[config.mk]
export PLATFORM = sky130hd
export DESIGN_NAME = isle_cell
export DESIGN_NICKNAME = d
export VERILOG_FILES = /design/src/rtl/isle_pkg.sv /design/src/rtl/isle_cell.sv
export SDC_FILE = /design/constraint.sdc
export NUM_CORES = 1
export LEC_CHECK = 0
export BUFFER_PORTS_ARGS = -buffer_cell sky130_fd_sc_hd__buf_4
export CORE_MARGIN = 4
export CORE_UTILIZATION = 49
export DETAILED_ROUTE_END_ITERATION = 12
export PLACE_DENSITY = 0.95
export SYNTH_ARGS = -nofsm -noshare
export SYNTH_HDL_FRONTEND = slang
export SYNTH_SLANG_ARGS = --single-unit
[constraint.sdc]
create_clock -name clk_i -period 6.2 [get_ports clk_i]
set_clock_uncertainty 0.15 [all_clocks]
set_input_delay 1.55 -clock clk_i [delete_from_list [all_inputs] [get_ports clk_i]]
set_output_delay 1.55 -clock clk_i [all_outputs]
set_load 0.05 [all_outputs]
[src/rtl/isle_pkg.sv]
`timescale 1ns / 1ps

package isle_pkg;

  localparam int unsigned DefDepth = 128;
  localparam int unsigned DataW    = 32;
  localparam int unsigned FuncW    = 3;
  localparam int unsigned IndexW   = 7;
  localparam int unsigned FillW    = 8;
  localparam int unsigned StatusW  = 3;

  typedef enum logic [FuncW-1:0] {
    FUNC_PUSH     = 3'd0,
    FUNC_POP_TOP  = 3'd1,
    FUNC_POP_AT   = 3'd2,
    FUNC_REMOVE   = 3'd3,
    FUNC_INSERT   = 3'd4,
    FUNC_CHANGE   = 3'd5,
    FUNC_PEEK     = 3'd6,
    FUNC_COUNT    = 3'd7
  } func_e;

  typedef enum logic [StatusW-1:0] {
    ST_OK        = 3'd0,
    ST_OVERFLOW  = 3'd1,
    ST_UNDERFLOW = 3'd2,
    ST_BAD_INDEX = 3'd3,
    ST_NOT_FOUND = 3'd4
  } status_e;

  // Action that a wave performs as it passes through the cells.
  typedef enum logic [2:0] {
    WAVE_NONE       = 3'd0,
    WAVE_INSERT     = 3'd1,
    WAVE_REMOVE_AT  = 3'd2,
    WAVE_REMOVE_VAL = 3'd3,
    WAVE_WRITE      = 3'd4,
    WAVE_READ       = 3'd5
  } wave_e;

  typedef struct packed {
    logic [FuncW-1:0]         func;
    logic [IndexW-1:0]        index;
    logic signed [DataW-1:0]  value;
  } in_t;

  typedef struct packed {
    logic signed [DataW-1:0]  read_value;
    logic [FillW-1:0]         fill_count;
    logic [StatusW-1:0]       status;
  } out_t;

  // Token that travels up the cell row, one cell per cycle.
  typedef struct packed {
    logic              valid;
    logic              hit;
    logic [DataW-1:0]  carry;
  } tok_t;

  // Command held steady in every cell while a wave runs.
  typedef struct packed {
    wave_e             op;
    logic [DataW-1:0]  value;
  } cmd_t;

endpackage

[src/rtl/isle_cell.sv]
`timescale 1ns / 1ps

// One stack entry. It acts when the token passes and hands the token on.
module isle_cell #(
  parameter int unsigned DEPTH = isle_pkg::DefDepth,
  parameter int unsigned IDX   = 0
) (
  input  logic                       clk_i,
  input  logic                       rst_ni,
  input  isle_pkg::cmd_t             cmd_i,
  input  logic [$clog2(DEPTH)-1:0]   idx_i,
  input  logic [$clog2(DEPTH+1)-1:0] fill_i,
  input  logic [isle_pkg::DataW-1:0] up_entry_i,
  input  isle_pkg::tok_t             tok_i,
  output isle_pkg::tok_t             tok_o,
  output logic [isle_pkg::DataW-1:0] entry_o
);

  localparam int unsigned IW = $clog2(DEPTH);
  localparam int unsigned CW = $clog2(DEPTH+1);

  logic [isle_pkg::DataW-1:0] entry_q, entry_d, shift_val;
  isle_pkg::tok_t             tok_q, tok_d;
  logic                       at_idx, used, above_used, within_fill, match;

  assign at_idx      = (idx_i == IW'(IDX));
  assign used        = (CW'(IDX) < fill_i);
  assign above_used  = (CW'(IDX + 1) < fill_i);
  assign within_fill = (CW'(IDX) <= fill_i);
  assign shift_val   = above_used ? up_entry_i : '0;
  assign match       = used && !tok_i.hit && (entry_q == cmd_i.value);

  always_comb begin
    entry_d = entry_q;
    tok_d   = tok_i;
    if (tok_i.valid) begin
      unique case (cmd_i.op)
        isle_pkg::WAVE_INSERT: begin
          if (at_idx) begin
            entry_d     = cmd_i.value;
            tok_d.carry = entry_q;
            tok_d.hit   = 1'b1;
          end else if (tok_i.hit && within_fill) begin
            entry_d     = tok_i.carry;
            tok_d.carry = entry_q;
          end
        end
        isle_pkg::WAVE_REMOVE_AT: begin
          if (at_idx) begin
            tok_d.carry = entry_q;
            tok_d.hit   = 1'b1;
          end
          if ((at_idx || tok_i.hit) && used) begin
            entry_d = shift_val;
          end
        end
        isle_pkg::WAVE_REMOVE_VAL: begin
          if (match) begin
            tok_d.hit = 1'b1;
          end
          if ((match || tok_i.hit) && used) begin
            entry_d = shift_val;
          end
        end
        isle_pkg::WAVE_WRITE: begin
          if (at_idx) begin
            entry_d = cmd_i.value;
          end
        end
        isle_pkg::WAVE_READ: begin
          if (at_idx) begin
            tok_d.carry = entry_q;
          end
        end
        default: begin
        end
      endcase
    end
  end

  always_ff @(posedge clk_i or negedge rst_ni) begin
    if (!rst_ni) begin
      entry_q <= '0;
      tok_q   <= '0;
    end else begin
      entry_q <= entry_d;
      tok_q   <= tok_d;
    end
  end

  assign tok_o   = tok_q;
  assign entry_o = entry_q;

endmodule

# Word level (Yosys, flattened, before mapping)
# Index checks and enable logic that the tools add are counted.
[op_classes] n_lt_le_gt_ge=3 n_eq_ne=10 muxes=16 reduce_logical=11
[ops] cell="two-way mux 32 bit" count=9
[ops] cell="one-hot mux 32 bit (4 select lines)" count=1
[ops] cell="one-hot mux 32 bit (3 select lines)" count=1
[ops] cell="two-way mux 33 bit" count=2
[ops] cell="== test 32 bit" count=1
[ops] cell="less-than comparator 1 x 8 -> 1 bit (first input constant)" count=2
[ops] cell="<= comparator 1 x 8 -> 1 bit (first input constant)" count=1
[ops] cell="logical NOT 7 bit" count=1
[ops] cell="== test 3 x 2 -> 1 bit (second input constant)" count=2
[ops] cell="== test 3 bit (second input constant)" count=2
[ops] cell="!= test 2 bit (second input constant)" count=3
[ops] cell="AND reduction 6 bit" count=1
[ops] cell="logical AND 1 bit" count=5
[ops] cell="nonzero test 4 bit" count=1
[ops] cell="== test 3 x 1 -> 1 bit (second input constant)" count=1
[ops] cell="!= test 3 bit (second input constant)" count=1
[ops] cell="one-hot mux 1 bit (3 select lines)" count=1
[ops] cell="logical OR 1 bit" count=2
[ops] cell="two-way mux 1 bit" count=2
[ops] cell="logical NOT 1 bit" count=1
[totals] register_bits=66 out_inout_bits=66 wordCells=44

# Depth between registers and ports, before layout
[logic_depth] ltp_word=7 ltp_mapped=8

# Worst setup path after synthesis
# No wires, ideal clock.
[synth_path] path_type="input port to flip-flop" start="input port idx_i[1]" end="register entry_q, in the netlist entry_o[10]" setup_ns=0.079 t_arrival_ns=3.151 t_required_ns=5.971 setup_slack_ns=2.820 path_stages=8 path_buffers=2 path_cell_list="nor4_2 > and2_1 > buf_6 > nor2_2 > o31a_1 > a211oi_4 > buf_8 > mux2i_1"
[synth_between] elab_chain_len=5 word_cells_on_any_way=9 cone_classes="eq/ne (3); mux (2); reduce/logical (4)"
[synth_rtl] item="start, declared" line_no="isle_cell.sv:11" rtl="input logic [$clog2(DEPTH)-1:0] idx_i,"
[synth_rtl] item="logical NOT 7 bit (*)" line_no="isle_cell.sv:26" rtl="assign at_idx = (idx_i == IW'(IDX));"
[synth_rtl] item="logical OR 1 bit" line_no="isle_cell.sv:53" rtl="if ((at_idx || tok_i.hit) && used) begin"
[synth_rtl] item="logical AND 1 bit" line_no="isle_cell.sv:53"
[synth_rtl] item="!= test 2 bit (no source line)"
[synth_rtl] item="AND reduction 6 bit (no source line)"
[synth_rtl] item="end signal, assigned" line_no="isle_cell.sv:86" rtl="entry_q <= entry_d;"
[synth_rtl] item="end, declared" line_no="isle_cell.sv:22" rtl="logic [isle_pkg::DataW-1:0] entry_q, entry_d, shift_val;"
# Every way passes the cells marked *; elsewhere a longest branch is shown, timed or not.
# A chain may end at the register's enable or synchronous reset.

# Final worst setup path
[layout_path] start="input port cmd_i[26] (netlist bit)" end="register entry_q, in the netlist entry_o[11]"
[layout_between] elab_chain_len=6
[layout_rtl] item="start, declared" line_no="isle_cell.sv:10" rtl="input isle_pkg::cmd_t cmd_i,"
[layout_rtl] item="== test 32 bit" line_no="isle_cell.sv:31" rtl="assign match = used && !tok_i.hit && (entry_q == cmd_i.value);"
[layout_rtl] item="logical AND 1 bit" line_no="isle_cell.sv:31"
[layout_rtl] item="logical OR 1 bit" line_no="isle_cell.sv:61" rtl="if ((match || tok_i.hit) && used) begin"
[layout_rtl] item="logical AND 1 bit" line_no="isle_cell.sv:61"
[layout_rtl] item="!= test 2 bit (no source line)"
[layout_rtl] item="AND reduction 6 bit (no source line)"
# Every way passes these cells.

==> impl_metrics.yaml <==
cells_and_area:
  fin_nets: 596
  register_area_sq_um: 1650
  drive_gt1_frac: 0.509
  fin_util: 0.750
  final_cell_mix: "buf_4, dfrtp_1, inv_1"
  area_delta_synth_final_pct: 47.6
  fin_cells: 579
  final_common_cell: "buf_4"
  multi_input_area_sq_um: 1620
  diodes: 0
  fill_cells: 465
yosys:
  synth.avg_cell_area_sq_um: 11.8
  async_flop_share: 1.00
  ys_seq_area_frac: 0.473
  ys_ff_latch: 66
  ys.flop_type: "dfrtp_1"
  synth.distinct_cells: 35
  synth_edf_count: 0
  synth.net_count: 413
  yosys_warnings: 0
  syn-cell-area_sq_um: 3490
  netlist_instances: 295
power_and_ir_drop:
  p_int_mw: 0.982
  total_power_mw: 1.67
  clkPwrFrac: 0.237
  pwr-share-comb: 0.411
  switching_power_mw: 0.688
  p_leak_nw: 2.44
  swShare: 0.412
  peakVddDrop_mv: 0.188
  cellPowerDensity_nw_per_um2: 324
  seq_power_share: 0.352
clock_network:
  clkSinkCount: 66
  cts_setup_buffers: 0
  cts_tree: "yes"
  clkLatencyLatePin_ns: 0.33
  path_clk_slew_ns: 0.07
  cts_buffers: 9
  cts_max_level: 3
  cts_root_buf: "clkbuf_8"
  hold_buffers: 0
  ctsResizeCount: 0
  cts_buffer_depth: 2
place:
  place_inst: 563
  gp_congestion: 0.839
  io_buffers: 183
  dpl.hpwl_um: 8580
floorplan:
  die_w_um: 92.4
  die_y_um: 92.4
  fp-row-count: 30
  num_io_pins: 184
  dieArea_sq_um: 8540
  start_util: 0.508
  coreArea_sq_um: 6870
drt:
  antenna_left: 0
  drc: 0
  wl_per_cell_um: 19.6
  routed_wl_um: 11400
  vias: 3314
  drtIter0Drc: 290
  via_per_inst: 5.72
  dr.pass1.iters: 7
worst_setup_path:
  cp_data_arrival_time_ns: 4.38
  ff2ff_path_depth: 7
  startpoint_type: "primary input"
  crit_path_max_fanout: 17
  critPathKind: "primary input to flop"
  end_kind: "flop"
  cp_data_required_time_ns: 6.30
min_path:
  hold_depth: 2
  hold_class: "flop to flop"
timing:
  rsz0062_at_grt: "no"
  period_needed_ns: 4.28
  max_slew_margin: 0.219
  setup_tns_ns: 0
  hold_viol: 0
  drv_slew: 0
  setup-violations-final: 0
  worstMarginPinSlew_ns: 1.17
  min_period_over_period: 0.690
  fmax_ghz: 0.234
global_route:
  grt_pass1_vias: 3542
  grt_remaining_overflow: 0
  grt_max_degree: 67
  antenna_found_initial: 0
  grt_first_pass_wirelength_um: 17500
  track_usage: 0.262
job:
  cap_viol_max_count: 0
status:
  outcome: "complete, no violations"
power groups by stage:
stage	Combinational (mW)	Sequential, mW	Clock (mW)
final	0.686	0.588	0.396
after global routing	0.721	0.601	0.419
after detailed placement	0.687	0.594	0
after global placement	0.673	0.589	0
after floorplan	0.169	0.843	0
after CTS	0.689	0.587	0.400
routing by layer:
metal / track usage / share of wire / vias to the layer above
met5: 0 / 0 / -
met3: 0.0552 / 0.097 / 43
met2: 0.457 / 0.50 / 230
li1: - / - / 1463
met1: 0.309 / 0.36 / 1578
met4: 0.115 / 0.040 / 0
cells in the mapped netlist, types with 4 or more instances:
cell type / n / area (sq um)
inv_1: 34 / 128
nand4_1: 7 / 43.8
xor2_1: 4 / 35.0
nor3_1: 4 / 20.0
dfrtp_1: 66 / 1650
a22o_1: 4 / 35.0
nand2_1: 4 / 15.0
a222oi_1: 32 / 320
clkbuf_1: 9 / 33.8
nor2_1: 6 / 22.5
xnor2_1: 28 / 245
mux2_2: 30 / 338
a21oi_1: 6 / 30.0
mux2i_1: 32 / 320
critical path, stage by stage:
cell      delay, ns
buf_4          0.12
xnor2_1        0.27
nand4_1        0.19
nor4_1         0.37
nand4_1        0.23
a211oi_4       0.91
buf_4          0.46
mux2i_1        0.26
state kept, by name (all words and copies together) (netlist names):
signal   cells
entry_o     32
tok_o       34
per-stage QoR:
step / cell area [sq um] / worst slack (ns) / hold WS [ns]
after CTS: 5150 / 1.91 / 0.427
final: 5150 / 1.92 / 0.425
after global placement: 4930 / 1.69 / 0.401
after global routing: 5150 / 1.81 / 0.440
after detailed placement: 4930 / 1.58 / 0.418
after floorplan: 3490 / 2.82 / 0.629
kinds of logic after synthesis:
family                 Yosys count  share of synthesized area
AO/OA/AOI/OAI                   52                      0.138
multiplexers                    62                      0.188
buffers and inverters           50                     0.0666
AND/OR/NAND/NOR                 33                     0.0537
XOR/XNOR                        32                     0.0803
flip-flops                      66                      0.473
final timing paths:
check,start,endpoint,slack [ns]
max,cmd_i[26],entry_o[11],1.92
min,entry_o[10],entry_o[10],0.42
max reg2reg,entry_o[26],entry_o[11],2.81
min reg2reg,entry_o[10],entry_o[10],0.42
max in group asynchronous,rst_ni,tok_o[22],4.17
min in group asynchronous,rst_ni,tok_o[32],1.17
cell type report:
class	instances	area share
Tap cell	96	0.0233
Inverter	34	0.0248
Multi-Input combinational cell	179	0.314
Sequential cell	66	0.320
Clock inverter	3	0.00874
Timing Repair Buffer	188	0.274
Clock buffer	13	0.0347
Note: power is estimated with default switching activity, not from simulation.
