===== src/rtl/isle_pkg.sv =====
`timescale 1ns / 1ps

package isle_pkg;

  localparam int unsigned DefDepth = 128;
  localparam int unsigned DataW    = 32;
  localparam int unsigned FuncW    = 3;
  localparam int unsigned IndexW   = 7;
  localparam int unsigned FillW    = 8;
  localparam int unsigned StatusW  = 3;

  typedef enum logic [FuncW-1:0] {
    FUNC_PUSH     = 3'd0,
    FUNC_POP_TOP  = 3'd1,
    FUNC_POP_AT   = 3'd2,
    FUNC_REMOVE   = 3'd3,
    FUNC_INSERT   = 3'd4,
    FUNC_CHANGE   = 3'd5,
    FUNC_PEEK     = 3'd6,
    FUNC_COUNT    = 3'd7
  } func_e;

  typedef enum logic [StatusW-1:0] {
    ST_OK        = 3'd0,
    ST_OVERFLOW  = 3'd1,
    ST_UNDERFLOW = 3'd2,
    ST_BAD_INDEX = 3'd3,
    ST_NOT_FOUND = 3'd4
  } status_e;

  // Action that a wave performs as it passes through the cells.
  typedef enum logic [2:0] {
    WAVE_NONE       = 3'd0,
    WAVE_INSERT     = 3'd1,
    WAVE_REMOVE_AT  = 3'd2,
    WAVE_REMOVE_VAL = 3'd3,
    WAVE_WRITE      = 3'd4,
    WAVE_READ       = 3'd5
  } wave_e;

  typedef struct packed {
    logic [FuncW-1:0]         func;
    logic [IndexW-1:0]        index;
    logic signed [DataW-1:0]  value;
  } in_t;

  typedef struct packed {
    logic signed [DataW-1:0]  read_value;
    logic [FillW-1:0]         fill_count;
    logic [StatusW-1:0]       status;
  } out_t;

  // Token that travels up the cell row, one cell per cycle.
  typedef struct packed {
    logic              valid;
    logic              hit;
    logic [DataW-1:0]  carry;
  } tok_t;

  // Command held steady in every cell while a wave runs.
  typedef struct packed {
    wave_e             op;
    logic [DataW-1:0]  value;
  } cmd_t;

endpackage


===== src/rtl/isle_ctrl.sv =====
`timescale 1ns / 1ps

// Checks each item, launches a wave into the cell row when the item needs one, and builds the result.
module isle_ctrl #(
  parameter int unsigned DEPTH = isle_pkg::DefDepth
) (
  input  logic                       clk_i,
  input  logic                       rst_ni,
  input  logic                       in_valid_i,
  output logic                       in_ready_o,
  input  isle_pkg::in_t              in_i,
  output logic                       out_valid_o,
  input  logic                       out_ready_i,
  output isle_pkg::out_t             out_o,
  output isle_pkg::cmd_t             cmd_o,
  output logic [$clog2(DEPTH)-1:0]   idx_o,
  output logic [$clog2(DEPTH+1)-1:0] fill_o,
  output isle_pkg::tok_t             tok_o,
  input  isle_pkg::tok_t             tok_i
);

  localparam int unsigned IW = $clog2(DEPTH);
  localparam int unsigned CW = $clog2(DEPTH+1);
  localparam int unsigned XW = (CW > isle_pkg::IndexW) ? CW : isle_pkg::IndexW;

  typedef enum logic [2:0] {
    S_IDLE = 3'b001,
    S_RUN  = 3'b010,
    S_DONE = 3'b100
  } state_e;

  state_e            state_q, state_d;
  logic [CW-1:0]     fill_q, fill_d;
  isle_pkg::cmd_t    cmd_q, cmd_d;
  logic [IW-1:0]     idx_q, idx_d;
  logic              launch_q, launch_d;
  isle_pkg::out_t    out_q, out_d;

  isle_pkg::func_e   func;
  isle_pkg::status_e chk_status;
  isle_pkg::wave_e   chk_op;
  logic [IW-1:0]     chk_idx;
  logic              full, empty, idx_lt, idx_le;

  assign func   = isle_pkg::func_e'(in_i.func);
  assign full   = (fill_q == CW'(DEPTH));
  assign empty  = (fill_q == '0);
  assign idx_lt = (XW'(in_i.index) < XW'(fill_q));
  assign idx_le = (XW'(in_i.index) <= XW'(fill_q));

  // Decide from the function, the index and the fill alone whether the item fails or which wave it needs.
  always_comb begin
    chk_status = isle_pkg::ST_OK;
    chk_op     = isle_pkg::WAVE_NONE;
    chk_idx    = IW'(in_i.index);
    unique case (func)
      isle_pkg::FUNC_PUSH: begin
        chk_idx = IW'(fill_q);
        if (full) chk_status = isle_pkg::ST_OVERFLOW;
        else chk_op = isle_pkg::WAVE_INSERT;
      end
      isle_pkg::FUNC_POP_TOP: begin
        chk_idx = IW'(fill_q - CW'(1));
        if (empty) chk_status = isle_pkg::ST_UNDERFLOW;
        else chk_op = isle_pkg::WAVE_REMOVE_AT;
      end
      isle_pkg::FUNC_POP_AT: begin
        if (empty) chk_status = isle_pkg::ST_UNDERFLOW;
        else if (!idx_lt) chk_status = isle_pkg::ST_BAD_INDEX;
        else chk_op = isle_pkg::WAVE_REMOVE_AT;
      end
      isle_pkg::FUNC_REMOVE: begin
        if (empty) chk_status = isle_pkg::ST_NOT_FOUND;
        else chk_op = isle_pkg::WAVE_REMOVE_VAL;
      end
      isle_pkg::FUNC_INSERT: begin
        if (full) chk_status = isle_pkg::ST_OVERFLOW;
        else if (!idx_le) chk_status = isle_pkg::ST_BAD_INDEX;
        else chk_op = isle_pkg::WAVE_INSERT;
      end
      isle_pkg::FUNC_CHANGE: begin
        if (!idx_lt) chk_status = isle_pkg::ST_BAD_INDEX;
        else chk_op = isle_pkg::WAVE_WRITE;
      end
      isle_pkg::FUNC_PEEK: begin
        if (empty) chk_status = isle_pkg::ST_UNDERFLOW;
        else if (!idx_lt) chk_status = isle_pkg::ST_BAD_INDEX;
        else chk_op = isle_pkg::WAVE_READ;
      end
      isle_pkg::FUNC_COUNT: begin
        if (empty) chk_status = isle_pkg::ST_UNDERFLOW;
      end
    endcase
  end

  always_comb begin
    state_d  = state_q;
    fill_d   = fill_q;
    cmd_d    = cmd_q;
    idx_d    = idx_q;
    launch_d = 1'b0;
    out_d    = out_q;
    unique case (state_q)
      S_IDLE: begin
        if (in_valid_i) begin
          if (chk_op == isle_pkg::WAVE_NONE) begin
            out_d.read_value = '0;
            out_d.fill_count = isle_pkg::FillW'(fill_q);
            out_d.status     = chk_status;
            state_d          = S_DONE;
          end else begin
            cmd_d.op    = chk_op;
            cmd_d.value = in_i.value;
            idx_d       = chk_idx;
            launch_d    = 1'b1;
            state_d     = S_RUN;
          end
        end
      end
      S_RUN: begin
        if (tok_i.valid) begin
          out_d.read_value = '0;
          out_d.status     = isle_pkg::ST_OK;
          unique case (cmd_q.op)
            isle_pkg::WAVE_INSERT: fill_d = fill_q + CW'(1);
            isle_pkg::WAVE_REMOVE_AT: begin
              fill_d           = fill_q - CW'(1);
              out_d.read_value = tok_i.carry;
            end
            isle_pkg::WAVE_REMOVE_VAL: begin
              if (tok_i.hit) fill_d = fill_q - CW'(1);
              else out_d.status = isle_pkg::ST_NOT_FOUND;
            end
            isle_pkg::WAVE_READ: out_d.read_value = tok_i.carry;
            default: begin
            end
          endcase
          out_d.fill_count = isle_pkg::FillW'(fill_d);
          state_d          = S_DONE;
        end
      end
      S_DONE: begin
        if (out_ready_i) state_d = S_IDLE;
      end
      default: state_d = S_IDLE;
    endcase
  end

  always_ff @(posedge clk_i or negedge rst_ni) begin
    if (!rst_ni) begin
      state_q  <= S_IDLE;
      fill_q   <= '0;
      launch_q <= 1'b0;
      cmd_q    <= '0;
    end else begin
      state_q  <= state_d;
      fill_q   <= fill_d;
      launch_q <= launch_d;
      cmd_q    <= cmd_d;
    end
  end

  always_ff @(posedge clk_i) begin
    idx_q <= idx_d;
    out_q <= out_d;
  end

  assign in_ready_o  = (state_q == S_IDLE);
  assign out_valid_o = (state_q == S_DONE);
  assign out_o       = out_q;
  assign cmd_o       = cmd_q;
  assign idx_o       = idx_q;
  assign fill_o      = fill_q;
  assign tok_o       = '{valid: launch_q, hit: 1'b0, carry: '0};

endmodule


===== config.mk =====
export PLATFORM = sky130hd
export DESIGN_NAME = isle_ctrl
export DESIGN_NICKNAME = d
export VERILOG_FILES = /design/src/rtl/isle_pkg.sv /design/src/rtl/isle_ctrl.sv
export SDC_FILE = /design/constraint.sdc
export NUM_CORES = 1
export LEC_CHECK = 0
export BUFFER_PORTS_ARGS = -buffer_cell sky130_fd_sc_hd__buf_2
export CORE_ASPECT_RATIO = 0.5
export CORE_MARGIN = 2
export CORE_UTILIZATION = 35
export CTS_BUF_LIST = sky130_fd_sc_hd__clkbuf_16
export DETAILED_ROUTE_END_ITERATION = 10
export PLACE_DENSITY = 0.73
export SLEW_MARGIN = 30
export SYNTH_ARGS = -nofsm -noshare
export SYNTH_HDL_FRONTEND = slang
export SYNTH_SLANG_ARGS = --single-unit

===== constraint.sdc =====
create_clock -name clk_i -period 6.5 [get_ports clk_i]
set_clock_uncertainty 0.15 [all_clocks]
set_input_delay 1.3 -clock clk_i [delete_from_list [all_inputs] [get_ports clk_i]]
set_output_delay 1.3 -clock clk_i [all_outputs]
set_load 0.005 [all_outputs]

# Word-level counts from Yosys, hierarchy flattened
# Index checks and enable logic that the tools add are counted.
[op_classes]
add_sub_neg = 2
magnitude_cmp = 2
n_eq_ne = 19
muxes = 37
bitwise = 1
reduce_logical = 11
[ops]
columns = ["op", "count"]
rows = [
  ["$mux 43", 3],
  ["$pmux 43 s2", 1],
  ["$mux 32", 1],
  ["$mux 3", 10],
  ["$pmux 8 s3", 1],
  ["$pmux 3 s7", 1],
  ["$eq 3x3->1 const B", 6],
  ["$mux 2", 9],
  ["$pmux 3 s6", 1],
  ["$eq 3x2->1 const B", 5],
  ["$pmux 7 s2", 1],
  ["$eq 3x1->1 const B", 3],
  ["$pmux 3 s3", 1],
  ["$add 8x1->8 const B", 1],
  ["$eq 8x8->1 const B", 1],
  ["$le 7x8->1", 1],
  ["$logic_not 8->1", 1],
  ["$lt 7x8->1", 1],
  ["$mux 8", 1],
  ["$sub 8x1->8 const B", 1],
  ["$mux 1", 7],
  ["$logic_not 3->1", 2],
  ["$reduce_and 3->1", 2],
  ["$reduce_or 2->1", 3],
  ["6 further kinds", 8],
]
[word_totals]
reg_bits = 97

# Longest topological paths before layout
[depth]
depth_word = 8
mapped_depth = 10
depth_no_buf = 8

# Least setup slack after synthesis
# OpenSTA, ideal clock, no wires.
[synth_path]
path_kind = "in2reg"
startpoint = "input port in_i[37] in the netlist's numbering"
endpoint = "register out_q, in the netlist out_o[0], enable pin"
setup_ns = 0.503
arrival_time_ns = 5.828
required_ns = 5.847
path_slack_ns = 0.019
path_stages = 7
path_buffers = 0
path_cell_list = "ha_1 a211oi_1 o32ai_1 nor2_1 a211oi_2 nand2_1 o21ai_0"
[synth_between]
elab_chain_cells = 7
word_cells_on_any_way = 13
classes_between = "2 x order compare; 1 x eq/ne; 8 x mux; 2 x reduce/logical"
[synth_lines]
columns = ["element", "line_no", "source"]
rows = [
  ["start: declaration", "isle_ctrl.sv:11", "input isle_pkg::in_t in_i,"],
  ["$lt 7x8->1 / $le 7x8->1 (equally long branches)", "isle_ctrl.sv:48, isle_ctrl.sv:49", ""],
  ["$mux 3 (tied with other cells)", "isle_ctrl.sv:87", "else if (!idx_lt) chk_status = isle_pkg::ST_BAD_INDEX;"],
  ["$mux 3 (tied with other cells)", "isle_ctrl.sv:86", "if (empty) chk_status = isle_pkg::ST_UNDERFLOW;"],
  ["$pmux 3 s7 (*)", "isle_ctrl.sv:56", "unique case (func)"],
  ["$logic_not 3->1 (*)", "isle_ctrl.sv:106", "if (chk_op == isle_pkg::WAVE_NONE) begin"],
  ["$ne 2x1->1 (no line) (*)", "--", ""],
  ["$reduce_and 4->1 (no line) (*)", "--", ""],
  ["end signal: assignment", "isle_ctrl.sv:165", "out_q <= out_d;"],
  ["end: declaration", "isle_ctrl.sv:37", "isle_pkg::out_t out_q, out_d;"],
]
# Mark *: on every way between the ends. The rest lies on a longest branch, timed or not.
# A chain may end at the register's enable or synchronous reset.

# Final worst setup path
[layout_path]
startpoint = "input port in_i[37] in the netlist's numbering"
endpoint = "register cmd_q, in the netlist cmd_o[9]"
[layout_between]
elab_chain_cells = 7
word_cells_on_any_way = 13
classes_between = "2 x order compare; 8 x mux; 1 x bitwise; 2 x reduce/logical"
[layout_lines]
columns = ["element", "line_no", "source"]
rows = [
  ["$lt 7x8->1 / $le 7x8->1 (equally long branches)", "isle_ctrl.sv:48, isle_ctrl.sv:49", ""],
  ["$mux 3 (tied with other cells)", "isle_ctrl.sv:87", ""],
  ["$mux 3 (tied with other cells)", "isle_ctrl.sv:86", ""],
  ["$pmux 3 s7 (*)", "isle_ctrl.sv:56", ""],
  ["$logic_not 3->1 (*)", "isle_ctrl.sv:106", ""],
  ["$not 1->1 (no line) (*)", "--", ""],
  ["$reduce_and 3->1 (no line) (*)", "--", ""],
  ["end signal: assignment", "isle_ctrl.sv:159", "cmd_q <= cmd_d;"],
  ["end: declaration", "isle_ctrl.sv:34", "isle_pkg::cmd_t cmd_q, cmd_d;"],
]
# Marks and branches as above.

==> results.py <==
metrics = {
    "die": {
        "core_um2": 13700,
        "die-area_um2": 15200,
        "rows": 30,
        "initial_utilization": 0.3620,
        "die_h_um": 88.18,
        "fp.dieW_um": 172.4,
        "boundaryPins": 209,
    },
    "pwr": {
        "p_leak_uw": 0.002770,
        "power_density_nw_per_um2": 407.3,
        "max-vdd-ir-drop_mv": 0.1823,
    },
    "synth": {
        "synth-edff-count": 50,
        "synth_cell_types": 63,
        "yosys_warnings": 0,
        "async_flop_share": 0.4845,
        "yosys.area_share.adder": 0.02270,
        "synthesis.area_um2": 4960,
        "ys_seq_area_frac": 0.5401,
        "synth-simple-area-share": 0.1319,
        "netlist.area_leader.share": 0.3027,
        "syn_avg_cell_area_um2": 12.40,
        "synthFlopType": "edfxtp_1",
        "synthXorXnorAreaFrac": 0.03002,
        "ys_ff_latch": 97,
        "synth.area.top_cells": "edfxtp_1 30%, dfrtp_1 23%, mux2_4 8.5%, buf_4 5.1%, and2_1 4.0%",
        "synth-compound-area-share": 0.08502,
        "postSynthCellCount": 400,
        "synth_top_cell_by_area": "edfxtp_1",
        "synth_top_family_by_area": "simple AND/OR/NAND/NOR gates",
        "synth.mux.area_fraction": 0.1027,
    },
    "finish": {
        "area_growth_pct": 23.94,
        "multi_input_area_um2": 1998,
        "nFillCells": 1279,
        "drive_gt1_frac": 0.4293,
        "regArea_um2": 2679,
        "stdcell_count": 765,
        "nets": 657,
        "antennaDiodeCount": 0,
    },
    "cts": {
        "cts_made_buffers": 9,
        "cts_root_buf": "clkbuf_16",
        "cts_max_path_buffers": 2,
        "cts_tree": "built",
        "post_cts_resize_count": 0,
        "hold_buffers": 0,
        "cts_max_level": 3,
        "cts_setup_buffers": 0,
        "clkSinkCount": 97,
        "clk_latency_ns": 0.34,
        "clk_pin_slew_worst_paths_ns": 0.07,
    },
    "sta": {
        "tightest_slew_ns": 0.9114,
        "max_freq_ghz": 0.2292,
        "hold_viol_final": 0,
        "final_max_slew_viol_count": 0,
        "relSlewSlack": 0.3910,
        "setup_violations": 0,
        "rsz0062_at_grt": "false",
        "fin_crit_ns": 4.363,
        "finalSetupTns_ns": 0,
        "finalCritPeriodShare": 0.6712,
    },
    "setup_path": {
        "path_max_fanout": 23,
        "critical_path_class": "in2reg",
        "cp-start-kind": "input port",
        "cp-end-kind": "flip-flop",
        "arrival_ns": 4.43,
        "required_ns": 6.57,
        "r2r_slack_ns": 2.51,
    },
    "global_routing": {
        "grt_max_degree": 48,
        "antenna_found_initial": 0,
        "grt_pass1_vias": 3381,
        "grtUsageTotal": 0.1393,
        "grt_overflow": 0,
        "grt_pass1_wl_um": 16440,
    },
    "detailed_routing": {
        "vias": 3454,
        "ant_nets": 0,
        "routedWlPerCell_um": 14.30,
        "drc": 0,
        "drt-pass1-iter-count": 4,
        "vias_per_cell": 4.515,
        "wl_um": 10940,
        "drt_iter0_markers": 215,
    },
    "place": {
        "place_congestion": 0.8738,
        "dp.final_hpwl_um": 8060,
        "port_buffers": 175,
        "dp.cells": 749,
    },
    "job": {
        "drv_cap": 0,
    },
    "status": {
        "status": "completed",
    },
    "hold_path": {
        "min_path_type": "reg2reg",
    },
}
[cells in the mapped netlist, drive strengths merged, types with 3 or more instances]
master and instances:
edfxtp 50, dfrtp 46, buf 41, mux2 35
and2 32, nand2 32, o21ai 21, nor2 17
xnor2 15, inv 12, clkbuf 11, ha 9
a21oi 7, a211oi 5, nor3 5, nand3 4
nor3b 4, or3b 4, a32o 3, nand2b 3
o221ai 3, or2 3, or3 3
[routing by layer]
layer | vias up | wire length, um | GRT usage
met5 | - | 0 | 0
met4 | 0 | 123 | 0.04125
li1 | 1686 | - | -
met2 | 137 | 5617 | 0.2509
met3 | 8 | 736 | 0.03615
met1 | 1623 | 4466 | 0.1661
[worst max-delay path, stage by stage]
cell and delay, ns:
buf_2 0.11, ha_1 0.33, a211oi_1 0.25, o32ai_1 0.20, nor2_1 0.42, a211oi_2 0.19
a21oi_4 0.76, buf_4 0.47, mux2_2 0.38
[sequential cells by signal, indices dropped and copies added (netlist names)]
signal / flops
out_o: 43
launch_q: 1
state_q: 3
idx_o: 7
fill_o: 8
cmd_o: 35
[cell families after synthesis]
logic type	count (synthesis)
fa+ha+maj	9
xor+xnor	17
buf+inv	65
other cells	1
mux	36
compound gates	58
flops	97
simple gates	117
[path summary, 6_finish.rpt]
path,start,endpoint,cells past startpoint
setup / recovery,in_i[37],cmd_o[9],9
hold / removal,cmd_o[11],cmd_o[11],1
setup reg to reg,fill_o[5],cmd_o[9],9
hold reg to reg,cmd_o[11],cmd_o[11],1
max in group asynchronous,rst_ni,cmd_o[13],1
min in group asynchronous,rst_ni,fill_o[5],1
[stage by stage]
step	power (uW)	util	hold slack (ns)	setup slack [ns]	area (um^2)
floorplan	1632	-	0.3555	0.01862	5080
global placement	1976	0.4266	0.3393	1.820	5844
detailed placement	1998	0.4268	0.3357	1.747	5847
CTS	2520	0.4478	0.3622	2.132	6135
global route	2670	0.4487	0.3754	1.917	6147
finish	2503	0.4487	0.3592	2.137	6147
[layout by cell type (no fill, tap or decap), types with 4 or more instances in the layout]
cell       count
dfrtp_1       46
nor2_1        17
nor3_1         4
xnor2_1       15
buf_2        174
edfxtp_1      50
ha_1           9
nor3b_1        4
a21oi_1        5
conb_1        33
o21ai_0       19
and2_1        32
mux2_2         7
mux2_4        28
inv_1         12
nand3_1        4
clkbuf_16      9
nand2_1       32
[where the power goes]
group	switching (uW)	internal (uW)	leakage, uW
combinational	477	492	0.00160
sequential	145	878	0.00103
clock	244	268	0.000137
total	866	1640	0.00277
[final cells by class]
| class | count | area share |
|---|---|---|
| Clock buffer | 9 | 0.03664 |
| Clock inverter | 7 | 0.01018 |
| Sequential cell | 97 | 0.4358 |
| Inverter | 13 | 0.007938 |
| Timing Repair Buffer | 177 | 0.1453 |
| Multi-Input combinational cell | 270 | 0.3251 |
| Tap cell | 192 | 0.03908 |
Note: power is estimated with default switching activity, not from simulation.
